===== config.mk =====
export PLATFORM = sky130hd
export DESIGN_NAME = hcbp_ram
export DESIGN_NICKNAME = d
export VERILOG_FILES = /design/src/rtl/huffman_code_bit_packer_core_macros.svh /design/src/rtl/hcbp_ram.sv
export SDC_FILE = /design/constraint.sdc
export NUM_CORES = 2
export LEC_CHECK = 0
export BUFFER_PORTS_ARGS = -buffer_cell sky130_fd_sc_hd__buf_2
export CORE_AREA = 2 2 474 570
export CTS_BUF_LIST = sky130_fd_sc_hd__clkbuf_8
export DETAILED_ROUTE_END_ITERATION = 8
export DIE_AREA = 0 0 476 572
export GPL_ROUTABILITY_DRIVEN = 1
export MAX_ROUTING_LAYER = met4
export PLACE_DENSITY = 0.48
export SLEW_MARGIN = 20
export SYNTH_ARGS = -nofsm -noshare
export SYNTH_HDL_FRONTEND = slang
export SYNTH_SLANG_ARGS = --single-unit

===== constraint.sdc =====
create_clock -name clock -period 3.4 [get_ports clock]
set_clock_uncertainty 0.05 [all_clocks]
set_input_delay 0.68 -clock clock [delete_from_list [all_inputs] [get_ports clock]]
set_output_delay 0.68 -clock clock [all_outputs]
set_load 0.02 [all_outputs]

===== src/rtl/huffman_code_bit_packer_core_macros.svh =====
// Assertion macros shared by the Huffman bit packer RTL.
// No dependencies; included by the files that carry concurrent assertions.
`ifndef HUFFMAN_CODE_BIT_PACKER_CORE_MACROS_SVH
`define HUFFMAN_CODE_BIT_PACKER_CORE_MACROS_SVH

// Plain property, checked on every rising clock edge outside reset.
`define HCBP_ASSERT(label, clk, rst, prop, msg) \
   label: assert property (@(posedge clk) disable iff (rst) prop) else $error(msg);

// Same-cycle implication.
`define HCBP_ASSERT_IMP(label, clk, rst, ante, cons, msg) \
   `HCBP_ASSERT(label, clk, rst, (ante) |-> (cons), msg)

// Next-cycle implication.
`define HCBP_ASSERT_NEXT(label, clk, rst, ante, cons, msg) \
   `HCBP_ASSERT(label, clk, rst, (ante) |=> (cons), msg)

`endif


===== src/rtl/hcbp_ram.sv =====
// Generic single-port-write, single-port-read RAM with registered read data.
// No dependencies.
`timescale 1ns / 1ps
`default_nettype none

module hcbp_ram #(
   parameter int WIDTH  = 8,
   parameter int DEPTH  = 256,
   parameter int ADDR_W = $clog2(DEPTH)
) (
   input  wire logic              clock,
   input  wire logic              wr_en,
   input  wire logic [ADDR_W-1:0] wr_addr,
   input  wire logic [WIDTH-1:0]  wr_data,
   input  wire logic              rd_en,
   input  wire logic [ADDR_W-1:0] rd_addr,
   output logic      [WIDTH-1:0]  rd_data
);

   logic [WIDTH-1:0] mem [DEPTH];
   logic [WIDTH-1:0] rd_data_ff;

   always_ff @(posedge clock) begin
      if (wr_en) begin
         mem[wr_addr] <= wr_data;
      end
      if (rd_en) begin
         rd_data_ff <= mem[rd_addr];
      end
   end

   assign rd_data = rd_data_ff;

endmodule

`default_nettype wire


======== Word level (Yosys, flattened, before mapping) ========
Memory sizes are Yosys's and may differ from the RTL's. A register that Yosys moved wholly into a read port is not among the register bits.
Cells that the tools add are included.
storage, ports and cells
  ROM bits ................................ 0
  register bits ........................... 0
  output and inout bits ................... 8
  input bits .............................. 27
  memories kept ........................... 1
  RAM bits ................................ 2048
  bits in latches ......................... 0
cells by class
  order comparisons ....................... 0
  bitwise operators ....................... 0
  equal/unequal tests ..................... 0
  multipliers ............................. 0
  $add $sub $neg .......................... 0
  shift-type cells ........................ 0
  divide/modulo/power cells ............... 0
  reductions and logical operators ........ 0
  mux-type cells .......................... 2
memories
  memory  words  bits a word  rd ports  clocked after Yosys merged registers in  write ports  line            source
  mem     256    8            1         1                                        1            hcbp_ram.sv:20  logic [WIDTH-1:0] mem [DEPTH];
operators with widths
  cell               count
  1-bit two-way mux  2

======== Longest topological paths before layout ========
  depth in word-level cells ............... 2
  mapped depth ............................ 11

======== Least setup slack after synthesis ========
Ideal clock, no wire load.
  kind .................................... input port to flip-flop
  start point ............................. input rd_addr[0]
  end point ............................... register rd_data_ff[2] (netlist: rd_data[2]) (read register of mem) (data pin)
  path buffers ............................ 4
  path slack .............................. 594 ps
  library setup time ...................... 269 ps
  cell stages on the path ................. 9
  arrival ................................. 2487 ps
  cell sequence ........................... buf_6 > buf_12 > buf_8 > buf_2 > mux4_2 > a22oi_1 > a21oi_1 > nor4_1 > nor4_2
RTL lines
  item             line            source
  start, declared  hcbp_ram.sv:16  input wire logic [ADDR_W-1:0] rd_addr,
  end, declared    hcbp_ram.sv:21  logic [WIDTH-1:0] rd_data_ff;

==> out/qor.csv <==
stage,metric,value,unit
outcome,status,"complete, no violations",
synthesis,syn_area_per_cell,21.3,sq um
timing,Worst Tran Pin Value,1.04,ns
synthesis,"area leader, netlist",edfxtp_1,
worst_setup_path,Startpoint Class,input port,
cts,CTS tree,done,
pwr,combinational share of power,5.9,%
placement,Final GP Congestion,0.818,
cts,Clock transition at path regs,0.06,ns
drt,Met3 Routed Length,10600,um
floorplanning,Initial Utilization,29.9,%
pwr,switching portion of total power,23.0,%
timing,Max transition margin,30.8,%
synthesis,Synth Warn #,0,
drt,top sig layer,met4,
cts,CTS buffer count,324,
drt,DR WL/cell,27.2,um
pwr,maximum vdd ir drop,0.256,mV
cts,# resized after CTS,0,
cells_and_area,final cell count without fillers,8348,
drt,Routed WL,227000,um
worst_setup_path,crit end category,flop,
cts,clock root buffer,clkbuf_8,
synthesis,"FFs w/ async S/R, synth",0,%
pwr,P_sw,11.6,mW
grt,first-pass GRT wire length,322000,um
timing,Highest Clock Rate,325,MHz
drt,vias per cell,4.89,
worst_setup_path,"Arr. time, crit path",3.71,ns
cells_and_area,# nets final,4556,
cts,htree depth,5,
grt,GRT Util Overall,17.0,%
placement,Cells after DPL,7773,
synthesis,"Seq/Total Area, Yosys",77.5,%
worst_setup_path,Critical Path RT,4.03,ns
floorplanning,FP Rows,208,
drt,DR WL met2,117000,um
drt,DR pass1 iterations,6,
placement,hpwl dp,150000,um
drt,Remaining DRCs,0,
floorplanning,I/O pins,35,
cts,clock latency reported for the late side of the worst-skew pair,0.97,ns
cts,CTS Sinks,2056,
cells_and_area,fraction of layout cells with a size suffix above 1,33.2,%
synthesis,Post-synth EDFFs,2056,
pwr,P per Cell Area,532,nW/um^2
worst_setup_path,Critical Path Slowest Stage Cell,nor4_1,
timing,period utilization,90.4,%
floorplanning,Die ar.,272000,sq um
synthesis,synthesis-stage register bit count,2056,
synthesis,Cell variety after synth,54,
pwr,clock power share,38.6,%
timing,RSZ-0062 raised after global routing,false,
grt,antenna violations before repair,23,
timing,setup TNS,0,ns
timing,Final Hold Slack,0.121,ns
grt,vias in the first global route,42800,
pwr,sequential share of power,55.5,%
timing,Slew Limit Fails,0,
drt,via count,40800,
cts,Post-CTS Hold Fix Bufs,0,
grt,overflow left after global routing,0,
pwr,Int Power,38.8,mW
cts,CTS max path bufs,4,
worst_setup_path,WS Path Type,in2reg,
floorplanning,die height,572,um
synthesis,Syn Inst Count,3733,
synthesis,Mapped Area,79600,sq um
grt,largest net degree at the start of global routing,105,
worst_setup_path,Most Frequent Cell on Critical Path,buf_12,
drt,M1 WL,94300,um
worst_setup_path,crit-path max cell delay,0.75,ns
floorplanning,Core Box Area,267000,sq um
timing,final setup margin,0.327,ns
pwr,Leak,30.5,nW
placement,port bufs,34,
worst_hold_path,HP Class,in2reg,
placement,Post-Place Worst Slack,-0.650,ns
cells_and_area,"Core Util, Final",35.5,%
worst_setup_path,Worst Path Max Fanout,16,
synthesis,net count after synthesis,3760,
worst_setup_path,cells along the critical path,buf_8 > buf_12 > buf_12 > buf_12 > buf_4 > mux2i_1 > o221ai_1 > o211ai_1 > a21oi_1 > nor4_1 > buf_4 > nor4_2,
synthesis,Synth area leaders,"edfxtp_1, mux4_2, mux2i_1",
floorplanning,Die Wd,476,um
timing,final setup violation count,0,
drt,Detail Route Antenna Nets,0,
timing,Period minus WS final,3.07,ns
cells_and_area,area grow syn2layout,19.0,%
synthesis,top cell type's share of synthesized area,77.5,%
timing,Hold Fails Final Rpt,0,
synthesis,top_reg_cell synth,edfxtp_1,
cts,postcts setup bufs,0,
drt,Initial DRC Count,3497,
flow_run,Max Cap Viol,0,
-- per-stage QoR --
stage	total power [mW]	cell area, sq um
after floorplan	29.9	79600
after global placement	31.6	88900
after detailed placement	31.6	88900
after CTS	51.1	94700
after global routing	52.2	94800
final	50.5	94800
-- per-layer routing --
layer  vias up  global-route usage (%)
met5         -                       -
met4         0                    4.67
met3       299                    2.32
met2      1153                    28.9
met1     22000                    21.4
li1      17300                       -
-- worst paths after layout --
check / end / slack (ns) / startpoint / depth (start not counted)
max reg2reg: rd_data[4]$_DFFE_PP_ / 0.44 / mem[135][4]$_DFFE_PP_ / 7
min: rd_data[1]$_DFFE_PP_ / 0.12 / rd_en / 1
min reg2reg: rd_data[7]$_DFFE_PP_ / 1.18 / mem[156][7]$_DFFE_PP_ / 5
max: rd_data[2]$_DFFE_PP_ / 0.33 / rd_addr[0] / 12
-- placed cells by master (no fill, tap or decap), types with 9 or more instances in the layout --
master	Yosys	routed
a211oi_1	16	16
a21oi_1	96	96
a221oi_1	13	13
a22oi_1	133	133
buf_12	8	70
buf_2	31	22
buf_4	27	601
buf_8	13	10
bufinv_16	0	9
clkbuf_8	0	329
clkinv_1	1	74
clkinv_2	0	40
edfxtp_1	2056	2056
inv_1	1	96
mux2i_1	134	134
mux4_2	454	454
nand2_1	33	33
nand3_1	34	31
nand4_1	10	10
nor2_1	282	279
nor2b_1	31	28
nor3_1	22	22
nor4_1	24	19
o211ai_1	10	10
o21ai_0	10	10
o221ai_1	46	46
o22ai_1	28	28
-- cell families (layout without fill, tap and decap cells) --
logic type / Yosys count / after routing / synth area share (%)
mux: 591 / 591 / 14.6
simple gates: 466 / 466 / 2.63
flops: 2056 / 2056 / 77.5
other cells: 0 / 8 / 0
buf+inv: 235 / 1272 / 1.83
compound gates: 385 / 385 / 3.42
-- sequential cells by signal, indices dropped and copies added (netlist names) --
signal   count
mem       2048
rd_data      8
-- synth_stat cells (3+ instances only) --
cell,count
o22a_1,5
and2_1,6
a22oi_1,133
buf_12,8
buf_8,13
or2_2,4
a22o_1,8
o32ai_1,4
nor2b_1,31
nand2_1,33
o22ai_1,28
nor2_1,282
nand3_1,34
buf_4,27
a21oi_1,96
clkbuf_1,111
o221ai_1,46
nor4_2,3
nand2b_1,8
a211oi_1,16
buf_6,21
buf_1,22
mux4_2,454
o21ai_0,10
o211ai_1,10
edfxtp_1,2056
a221oi_1,13
mux2i_1,134
nor4_1,24
buf_2,31
nor3_1,22
nand4_1,10
-- power by group through the flow --
stage	combinational, mW	sequential, mW	clock, mW
2_1_floorplan	1.36	28.5	0
3_3_place_gp	3.03	28.5	0
3_5_place_dp	3.04	28.5	0
4_1_cts	3.05	28.0	20.1
5_1_grt	3.15	28.0	21.1
6_report	2.98	28.0	19.5
-- critical path, delay by kind of cell --
family | cells | cell delay (ns)
AND/OR/NAND/NOR | 2 | 0.79
buffers and inverters | 6 | 1.26
AO/OA/AOI/OAI | 3 | 0.68
multiplexers | 1 | 0.24
-- final cells by class --
class                      instances  area, sq um
timing repair buffer             703         6170
sequential                      2056        61700
clock inverter                   238         1290
tap                             3570         4470
multi-input combinational       1442        16500
antenna                            8         20.0
fill                           24800       172000
inverter                           2         7.51
clock buffer                     329         4530
Note: power is estimated with default switching activity, not from simulation.
