`src/rtl/huffman_code_bit_packer_core_macros.svh`:
```
// Assertion macros shared by the Huffman bit packer RTL.
// No dependencies; included by the files that carry concurrent assertions.
`ifndef HUFFMAN_CODE_BIT_PACKER_CORE_MACROS_SVH
`define HUFFMAN_CODE_BIT_PACKER_CORE_MACROS_SVH

// Plain property, checked on every rising clock edge outside reset.
`define HCBP_ASSERT(label, clk, rst, prop, msg) \
   label: assert property (@(posedge clk) disable iff (rst) prop) else $error(msg);

// Same-cycle implication.
`define HCBP_ASSERT_IMP(label, clk, rst, ante, cons, msg) \
   `HCBP_ASSERT(label, clk, rst, (ante) |-> (cons), msg)

// Next-cycle implication.
`define HCBP_ASSERT_NEXT(label, clk, rst, ante, cons, msg) \
   `HCBP_ASSERT(label, clk, rst, (ante) |=> (cons), msg)

`endif

```
`src/rtl/hcbp_pkg.sv`:
```
// Package for the Huffman code bit packer: widths, mode codes, shared types.
// No dependencies; used by hcbp_packer, the top module and the testbench.
`timescale 1ns / 1ps
`default_nettype none

package hcbp_pkg;

   localparam int SYMBOL_BITS  = 16;
   localparam int MAX_CODE_LEN = 32;
   localparam int CODE_W       = 32;
   localparam int LEN_W        = 6;
   localparam int LEN_LIMIT    = (MAX_CODE_LEN < CODE_W) ? MAX_CODE_LEN : CODE_W;
   localparam int BYTE_W       = 8;
   localparam int PEND_W       = BYTE_W - 1;
   localparam int ACC_W        = PEND_W + CODE_W;
   localparam int CNT_W        = $clog2(ACC_W + 1);
   localparam int TABLE_DEPTH  = 1 << SYMBOL_BITS;
   localparam int ENTRY_W      = LEN_W + CODE_W;
   localparam int REQ_FIELDS_W = 16 + LEN_W + CODE_W;
   localparam int REQ_DATA_W   = ((REQ_FIELDS_W + 7) / 8) * 8;
   localparam int MODE_W       = 2;

   typedef enum logic [MODE_W-1:0] {
      MODE_LOAD   = 2'd0,
      MODE_ENCODE = 2'd1,
      MODE_FLUSH  = 2'd2
   } mode_type;

   // One looked-up item handed from the table stage to the bit buffer.
   typedef struct packed {
      logic              valid;
      logic              flush;
      logic [LEN_W-1:0]  len;
      logic [CODE_W-1:0] code;
   } entry_type;

   // Mask with the low len bits set.
   function automatic logic [CODE_W-1:0] code_mask(input logic [LEN_W-1:0] len);
      logic [CODE_W-1:0] m;
      if (len >= LEN_W'(CODE_W)) begin
         m = '1;
      end else begin
         m = (CODE_W'(1) << len) - CODE_W'(1);
      end
      return m;
   endfunction

endpackage

`default_nettype wire

```
`src/rtl/hcbp_packer.sv`:
```
// Bit buffer of the Huffman packer: appends codes, cuts bytes, pads on flush.
// Depends on hcbp_pkg and the assertion macros header.
`timescale 1ns / 1ps
`default_nettype none
`include "huffman_code_bit_packer_core_macros.svh"

module hcbp_packer
   import hcbp_pkg::*;
(
   input  wire logic              clock,
   input  wire logic              reset,
   input  wire logic [BYTE_W-1:0] key,
   input  wire entry_type         ent,
   output logic                   take,
   output logic                   out_valid,
   input  wire logic              out_ready,
   output logic      [BYTE_W-1:0] out_byte,
   output logic                   out_last
);

   logic [ACC_W-1:0]  acc_ff, acc_in;
   logic [CNT_W-1:0]  cnt_ff, cnt_in;
   logic              flush_ff, flush_in;
   logic              out_valid_ff, out_valid_in;
   logic [BYTE_W-1:0] out_byte_ff, out_byte_in;
   logic              out_last_ff, out_last_in;

   logic              free;
   logic              emit;
   logic [PEND_W-1:0] keep;
   logic [BYTE_W-1:0] pad;
   logic [BYTE_W-1:0] cut;

   // Fewer than eight bits held means only pending bits remain.
   assign free = (cnt_ff < CNT_W'(BYTE_W));
   assign take = ent.valid && free;
   assign emit = !free && (!out_valid_ff || out_ready);

   assign keep = acc_ff[PEND_W-1:0] & ((PEND_W'(1) << cnt_ff[2:0]) - PEND_W'(1));
   assign pad  = BYTE_W'({1'b0, keep} << (4'(BYTE_W) - {1'b0, cnt_ff[2:0]}));
   assign cut  = BYTE_W'(acc_ff >> (cnt_ff - CNT_W'(BYTE_W)));

   always_comb begin
      acc_in   = acc_ff;
      cnt_in   = cnt_ff;
      flush_in = flush_ff;
      if (take) begin
         if (ent.flush) begin
            acc_in   = ACC_W'(pad);
            cnt_in   = (cnt_ff == '0) ? '0 : CNT_W'(BYTE_W);
            flush_in = (cnt_ff != '0);
         end else begin
            acc_in = (ACC_W'(keep) << ent.len) | ACC_W'(ent.code);
            cnt_in = cnt_ff + CNT_W'(ent.len);
         end
      end else if (emit) begin
         cnt_in   = cnt_ff - CNT_W'(BYTE_W);
         flush_in = 1'b0;
      end
   end

   always_comb begin
      out_valid_in = out_valid_ff;
      out_byte_in  = out_byte_ff;
      out_last_in  = out_last_ff;
      if (emit) begin
         out_valid_in = 1'b1;
         out_byte_in  = cut ^ key;
         out_last_in  = flush_ff;
      end else if (out_ready) begin
         out_valid_in = 1'b0;
      end
   end

   always_ff @(posedge clock) begin
      if (reset) begin
         cnt_ff       <= '0;
         flush_ff     <= 1'b0;
         out_valid_ff <= 1'b0;
      end else begin
         cnt_ff       <= cnt_in;
         flush_ff     <= flush_in;
         out_valid_ff <= out_valid_in;
      end
      acc_ff      <= acc_in;
      out_byte_ff <= out_byte_in;
      out_last_ff <= out_last_in;
   end

   assign out_valid = out_valid_ff;
   assign out_byte  = out_byte_ff;
   assign out_last  = out_last_ff;

   `HCBP_ASSERT(a_cnt_bound, clock, reset, cnt_ff <= CNT_W'(ACC_W), "bit count overflow")
   `HCBP_ASSERT_IMP(a_flush_one_byte, clock, reset, flush_ff, cnt_ff == CNT_W'(BYTE_W), "flush byte count wrong")
   `HCBP_ASSERT_NEXT(a_emit_loads_out, clock, reset, emit, out_valid_ff && (out_last_ff == $past(flush_ff)), "byte not presented after emit")

endmodule

`default_nettype wire

```
`config.mk`:
```
export PLATFORM = sky130hd
export DESIGN_NAME = hcbp_packer
export DESIGN_NICKNAME = d
export VERILOG_FILES = /design/src/rtl/hcbp_pkg.sv /design/src/rtl/hcbp_packer.sv
export VERILOG_INCLUDE_DIRS = /design/src /design/src/rtl
export SDC_FILE = /design/constraint.sdc
export NUM_CORES = 1
export LEC_CHECK = 0
export BUFFER_PORTS_ARGS = -buffer_cell sky130_fd_sc_hd__buf_2
export CAP_MARGIN = 10
export CORE_MARGIN = 3
export CORE_UTILIZATION = 65
export DETAILED_ROUTE_END_ITERATION = 7
export HOLD_SLACK_MARGIN = 0.03
export MAX_ROUTING_LAYER = met4
export PLACE_DENSITY = 0.9
export SLEW_MARGIN = 20
export SYNTH_ARGS = -nofsm -noshare
export SYNTH_HDL_FRONTEND = slang
export SYNTH_SLANG_ARGS = --single-unit
```
`constraint.sdc`:
```
create_clock -name clock -period 5.45 [get_ports clock]
set_clock_uncertainty 0.1 [all_clocks]
set_input_delay 0.8175 -clock clock [delete_from_list [all_inputs] [get_ports clock]]
set_output_delay 0.8175 -clock clock [all_outputs]
set_load 0.02 [all_outputs]
```
# After elaboration in Yosys (flattened, before gate mapping)

Index checks and enable logic that the tools add are counted.
Widths: inputs -> output; s select.

Bits of input ports: 51
Output and inout port bits: 11
Logic and storage cells: 40
Flip-flop bits (word level): 56

Mux-type cells: 10
Reduce and logical (&&, ||, !) cells: 10
Bitwise operators: 3
Order comparisons: 1
Add/sub/neg operators: 4
Eq/ne operators: 1
Shift operators: 4

Operators by type and width:

| operator            | count |
|---|---|
| $or 39x32->39       | 1 |
| $shl 7x6->39        | 1 |
| $shr 39x6->8        | 1 |
| $mux 6              | 3 |
| $mux 8              | 1 |
| $shl 7x4->8         | 1 |
| $xor 8x8->8         | 1 |
| $and 7x7->7         | 1 |
| $shl 1x3->7 const A | 1 |
| $sub 7x1->7 const B | 1 |
| $add 6x6->6         | 1 |
| $logic_not 6->1     | 1 |
| $lt 6x4->1 const B  | 1 |
| $reduce_bool 6->1   | 1 |
| $sub 6x4->6 const B | 1 |
| $mux 1              | 5 |
| $mux 4              | 1 |
| $reduce_bool 2->1   | 2 |
| $sub 4x3->4 const A | 1 |
| $logic_and 1x1->1   | 2 |
| $logic_not 1->1     | 2 |
| $ne 2x2->1 const B  | 1 |
| $reduce_and 2->1    | 1 |
| $logic_or 1x1->1    | 1 |

# Longest topological paths before layout

Gate-level depths: netlist (run 1).

Depth in word-level cells: 6
Mapped depth: 13
Depth with buffers taken out: 11

# Worst setup path after synthesis (run 1)

OpenSTA, ideal clock, no wires.

Path type: reg2reg
Start: reg cnt_ff[0]
End: reg acc_ff[13], data pin
Arrival: 3.171 ns
Library setup time: 0.203 ns
Setup slack: 1.976 ns
Stages on the path, launching flop included: 14
Required time: 5.147 ns
Cells stage by stage: dfxtp_1 -> buf_4 -> clkinv_1 -> clkbuf_1 -> ha_1 -> ha_1 -> inv_1 -> ha_1 -> nor4bb_1 -> and3_2 -> nor2_1 -> nor4_1 -> nor3_1 -> a2111oi_1

Longest elaborated chain between the ends: 5

RTL lines:

| item                   | RTL line          | source |
|---|---|---|
| from (decl)            | hcbp_packer.sv:22 | `logic [CNT_W-1:0] cnt_ff, cnt_in;` |
| from (signal assigned) | hcbp_packer.sv:81 | `cnt_ff <= cnt_in;` |
| $shl 1x3->7            | hcbp_packer.sv:39 | `assign keep = acc_ff[PEND_W-1:0] & ((PEND_W'(1) << cnt_ff[2:0]) - PEND_W'(1));` |
| $sub 7x1->7            | hcbp_packer.sv:39 |  |
| $and 7x7->7            | hcbp_packer.sv:39 |  |
| $shl 7x6->39           | hcbp_packer.sv:53 | `acc_in = (ACC_W'(keep) << ent.len) \| ACC_W'(ent.code);` |
| $or 39x32->39          | hcbp_packer.sv:53 |  |
| to (signal assigned)   | hcbp_packer.sv:85 | `acc_ff <= acc_in;` |
| to (decl)              | hcbp_packer.sv:21 | `logic [ACC_W-1:0] acc_ff, acc_in;` |

No other way between the ends.
A chain may end at the register's enable or synchronous reset.

# Worst setup path in the final report (run 1)

Start: reg cnt_ff[0]
End: reg acc_ff[29], data pin

Same word-level chain as after synthesis.

==> metrics.txt, run 1 <==
flop-to-flop setup slack 1.57 ns; post-route total power 2.34 mW; Fin Setup TNS 0 ns; CP Max Fanout 16; Die H 96.2 µm; Post-Synth Simple-Gate Area 17.5%; later-pin clock latency in the skew report 0.33 ns; Hold EP out_last$_DFFE_PP_; routed vias 5300; Layout Utilization 72.7%; PD cells 412 nW/µm²; Compound-Gate Fraction of Synth Area 22.4%; clk root buf clkbuf_8; CTS buffer count 5; xor/xnor share of the synthesized area 2.48%; status finished clean; Synth area leader edfxtp_1; worst-path cell with the longest stage delay nor4_1; Final Cycle Share 71.3%; max_cap viols 0; multiplexer share of the synthesized area 18.5%; GR peak layer met2; CTS tree built; Routability Congestion 1.01; ratio of cells with drive above 1 in the final layout 21.0%; hold depth 0; wirelength, routed 16300 µm; Leakage 1.99 nW; final setup fails 0; FF+latch count, synth 56; EDFF count, synth 48; GR Util All Layers 36.6%; r2r worst-path depth 11; endpoint class of the critical path register; Cells after Synth 566; ANT nets after route 0; gr ovfl total 0; Arr. time, crit path 3.90 ns; CP Cell Sequence clkinv_1 -> ha_1 -> ha_1 -> inv_1 -> ha_1 -> nor4bb_1 -> and3_2 -> nor2_1 -> nor4_1 -> nor3_1 -> a2111oi_1; WL/cell 23.3 µm; starting density of the core 67.7%; Hold Path Class reg -> reg; setup bufs post-CTS 0; clk sinks 56; Worst setup SP type register; dominant synthesized flop cell edfxtp_1; Unique masters post-synth 76; Synth Net Count 632; CP required 5.47 ns; fin nets 664; Max VDD drop 0.176 mV; Max stage delay on crit path 0.55 ns; post-synthesis adder-cell area fraction 3.69%; RSZ-0062 raised after global routing false; crit-path leading delay family simple AND/OR/NAND/NOR gates; H-tree lvl count 2; asr flop ratio synth 0%; hold_buf cts 0; Reg clk slew, reported paths 0.11 ns; synthesized area per cell 9.34 µm²; min Tclk post-route 3.88 ns; Post-synth top cells nand2_1, edfxtp_1, a21oi_1; RR Endpoint acc_ff[29]$_SDFFCE_PP0P_; Final HPWL DP 12100 µm; Port Buf Inserts 61; antenna cells 0; largest net degree at the start of global routing 51; First-pass DRT Iterations 5; DRT iter0 DRCs 614; met3 Usage GRT 7.43%; max-slew violations 0; Crit Path Class reg -> reg; DRC 0; RR Startpoint cnt_ff[0]$_SDFFE_PP0P_; CP Buf/Inv Count 2; Seq/Total Area, Yosys 30.3%; first-pass GRT wire length 25000 µm; fmax 257 MHz; final number of hold-violating endpoints 0; die area 9260 µm²; post-synth top area share 27.3%; main combinational cell family by area after synthesis compound AO/OA/AOI/OAI gates; met2 usage 55.8%; WHS 0.349 ns; max_slew headroom 42.4%; worst slew pin tran 0.862 ns; vias in the first global route 4805; maximum clock insertion buffer count 2; vias per cell 7.56; row cnt 32; hold_sp flush_ff$_SDFFE_PP0P_; # IOs 62; Core ar. 7810 µm²; synthesis warning total 0; Post-CTS Resized 0; Die X 96.2 µm; CP dominant cell by count ha_1; main area contributors after synthesis edfxtp_1, mux4_2, a21oi_1, mux2i_1, nand2_1; count leader, synth nand2_1; met1 usage 46.5%; antenna violations before repair 0; P&R area growth vs syn 7.38%; Post-Syn Area 5290 µm²
[report_power, final]
| part | switching, mW | leakage, nW | total, mW | internal, mW |
|---|---|---|---|---|
| registers | 0.139 | 0.530 | 0.792 | 0.653 |
| clock network | 0.164 | 0.0511 | 0.262 | 0.0978 |
| logic | 0.769 | 1.41 | 1.29 | 0.518 |
[placed cells by master, fill, tap and decap left out, drive strengths merged, types with 5 or more instances in the layout]
cell     Yosys  layout
edfxtp      48      48
mux4        33      33
nor3        21      21
and2         7       7
o2bb2ai      9       9
a31oi       17      17
o21ai       21      21
dfxtp        8       8
nand2b       7       7
nand3       16      16
a22oi        6       6
o211ai       8       8
buf         15      66
nor2        39      39
a21oi       48      48
o221ai       8       8
inv         17      20
o31ai        5       5
nand2       53      53
o2111ai      5       5
ha          14      14
a211oi       5       5
o22ai        7       7
mux2i       20      20
xnor2       11      11
clkbuf      26       5
clkinv       6       6
nand4       12      12
nor2b       11      11
[how the worst max path moves through the flow]
stage                                 from                        to  slack [ns]  cells after the start
finish              cnt_ff[0]$_SDFFE_PP0P_  acc_ff[29]$_SDFFCE_PP0P_        1.57                     11
CTS                 cnt_ff[0]$_SDFFE_PP0P_  acc_ff[29]$_SDFFCE_PP0P_        1.62                     11
global route        cnt_ff[0]$_SDFFE_PP0P_  acc_ff[13]$_SDFFCE_PP0P_        1.16                     11
global placement    cnt_ff[0]$_SDFFE_PP0P_  acc_ff[29]$_SDFFCE_PP0P_        1.83                     11
detailed placement  cnt_ff[0]$_SDFFE_PP0P_  acc_ff[29]$_SDFFCE_PP0P_        1.66                     11
floorplan           cnt_ff[0]$_SDFFE_PP0P_  acc_ff[13]$_SDFFCE_PP0P_        1.98                     13
[sequential cells by signal, indices dropped and copies added (netlist names)]
register / count
acc_ff: 39
cnt_ff: 6
flush_ff: 1
out_byte: 8
out_last: 1
out_valid: 1
[logic make-up (layout without fill, tap and decap cells)]
kind of cell | Yosys count | after routing
and+or+nand+nor | 188 | 188
AOI/OAI and AO/OA | 172 | 172
muxes | 56 | 56
adders and majority gates | 15 | 15
xor gates and xnor gates | 15 | 15
DFF | 56 | 56
buffers and inverters | 64 | 97
[routing by layer]
layer	part of all wire (%)	vias to the layer above
li1	-	2281
met1	37	2472
met2	46	449
met3	12	98
met4	5.5	0
met5	0	-
[area by class of cell]
class / instances / area (µm²)
repair buffers: 66 / 343
well taps: 102 / 128
multi-input cells: 446 / 3420
clock buffers: 5 / 68.8
fillers: 581 / 2130
inverters: 23 / 86.3
flip-flops and latches: 56 / 1600
clock inverters: 3 / 28.8
[stage by stage]
stage | std cells | cell area (µm²) | setup slack (ns)
CTS | 701 | 5680 | 1.62
finish | 701 | 5680 | 1.57
floorplan | 566 | 5290 | 1.98
global route | 701 | 5680 | 1.16
detailed placement | 693 | 5580 | 1.66
global placement | 693 | 5580 | 1.83
Power figures use the tool's default switching activity.
==> inputs of run 2 (changes only) <==
- CORE_UTILIZATION: 65 -> 54
- PLACE_DENSITY: 0.9 -> 0.8
- clock period: 5.45 -> 3.35 ns (I/O delays scaled with it)
==> metrics.txt, run 2 (same netlist as run 1, synthesis figures left out) <==
antenna violations before repair 0; wirelength, routed 16600 µm; most common cell after layout, fill and taps aside buf_2; antenna cells 0; CP required 3.33 ns; fmax 322 MHz; largest net degree at the start of global routing 47; WL/cell 22.1 µm; DRT iter0 DRCs 671; clk root buf clkbuf_8; most frequent cells in the layout buf_2, nand2_1, edfxtp_1; CTS tree built; Max VDD drop 0.310 mV; CP dominant cell by count ha_1; endpoint class of the critical path register; Final HPWL DP 12800 µm; PD cells 658 nW/µm²; Crit. path cell count 11; max_slew headroom 48.0%; Hold Path Class in -> reg; vias in the first global route 4871; CP Buf/Inv Count 2; Post-Layout Cell Count 751; Max stage delay on crit path 0.47 ns; final number of hold-violating endpoints 0; gr ovfl total 0; max reg flops 39; later-pin clock latency in the skew report 0.32 ns; clock network fraction of design power 10.9%; min Tclk post-route 3.11 ns; CP Cell Sequence inv_1 -> ha_1 -> ha_1 -> inv_1 -> ha_1 -> nand2b_1 -> o221ai_1 -> nand2_1 -> o221ai_2 -> nand2_1 -> a2111oi_2; CTS buffer count 5; cell-internal power 2.14 mW; Die H 105 µm; ratio of cells with drive above 1 in the final layout 24.6%; starting density of the core 56.4%; Gate power share 56.6%; Routability Congestion 1.03; Leakage 2.11 nW; max_cap viols 0; fin nets 687; Reg clk slew, reported paths 0.12 ns; vias per cell 6.87; die area 11000 µm²; routed vias 5158; Port Buf Inserts 61; Core ar. 9370 µm²; dpl cells 743; CP Max Fanout 7; final setup fails 0; H-tree lvl count 2; ANT nets after route 0; fill cell count 835; Flop pwr share 32.5%; Layout Utilization 63.1%; Crit Path Class reg -> reg; Largest Register acc_ff; Arr. time, crit path 3.09 ns; Final Cycle Share 92.7%; maximum clock insertion buffer count 2; worst slew pin tran 0.776 ns; multi-input logic area 3450 µm²; Fin Setup TNS 0 ns; clk sinks 56; worst-path cell with the longest stage delay a2111oi_2; post-route total power 3.89 mW; max-slew violations 0; hold depth 2; setup bufs post-CTS 0; GR Util All Layers 30.8%; r2r worst-path depth 11; First-pass DRT Iterations 5; P&R area growth vs syn 11.8%; first-pass GRT wire length 26300 µm; sw frac 45.1%; NetSw 1.75 mW; Worst setup SP type register; status finished clean; crit-path leading delay family compound AO/OA/AOI/OAI gates; # IOs 62; row cnt 35; Reg area 1600 µm²; Die X 105 µm; RSZ-0062 raised after global routing false; DRC 0
==> run 2: changes by cell type in the layout (fill, tap and decap cells not counted) <==
cell / before / now
a21oi_1: 47 / 46
a2111oi_2: 0 / 2
a2111oi_1: 2 / 0
nor4_1: 4 / 3
nor2_1: 38 / 37
nor4_4: 0 / 1
buf_4: 5 / 28
nor2_2: 1 / 2
nor3_1: 20 / 21
nor3_2: 1 / 0
a21oi_2: 1 / 2
==> run 2: final timing paths <==
check	slack, ns	end	start
worst min register to register	0.36	out_last$_DFFE_PP_	flush_ff$_SDFFE_PP0P_
worst max-delay path	0.24	acc_ff[13]$_SDFFCE_PP0P_	cnt_ff[1]$_SDFFE_PP0P_
worst min-delay path	0.35	acc_ff[14]$_SDFFCE_PP0P_	ent[14]
worst max register to register	0.24	acc_ff[13]$_SDFFCE_PP0P_	cnt_ff[1]$_SDFFE_PP0P_
==> run 2: power groups by stage <==
| stage | logic, mW | clock network (mW) | registers [mW] |
|---|---|---|---|
| after detailed placement | 2.15 | 0 | 1.28 |
| after global routing | 2.38 | 0.462 | 1.29 |
| after global placement | 2.13 | 0 | 1.26 |
| after floorplan | 1.52 | 0 | 1.27 |
| final | 2.20 | 0.426 | 1.26 |
| after CTS | 2.16 | 0.425 | 1.26 |
==> run 2: repair_timing <==
action	4_1_cts	5_1_grt
pin swaps	0	0
setup endpoints to repair	1	4
resized for setup	1	3
hold buffers	0	0
endpoints found under the hold margin	0	0
==> run 2: final cells by class <==
cell class	count	area share (%)
multi-input cells	446	58.3
flip-flops and latches	56	27.1
inverters	23	1.46
clock buffers	5	1.16
repair buffers	89	8.72
well taps	129	2.73
clock inverters	3	0.487
==> run 2: routing by layer <==
layer	vias to the layer above	share of wire [%]	track usage (%)
met2	350	47	49.1
met4	0	3.9	11.1
met5	-	0	-
met1	2427	40	40.1
met3	59	9.6	4.88
li1	2322	-	-
==> run 2: metrics by stage <==
step / hold WS, ns / setup slack (ns) / instance area (µm²)
5_1_grt: 0.341 / 0.0771 / 5910
2_1_floorplan: 0.309 / 0.0408 / 5300
6_report: 0.348 / 0.243 / 5910
3_5_place_dp: 0.331 / 0.0322 / 5790
4_1_cts: 0.343 / 0.125 / 5890
3_3_place_gp: 0.321 / 0.104 / 5790
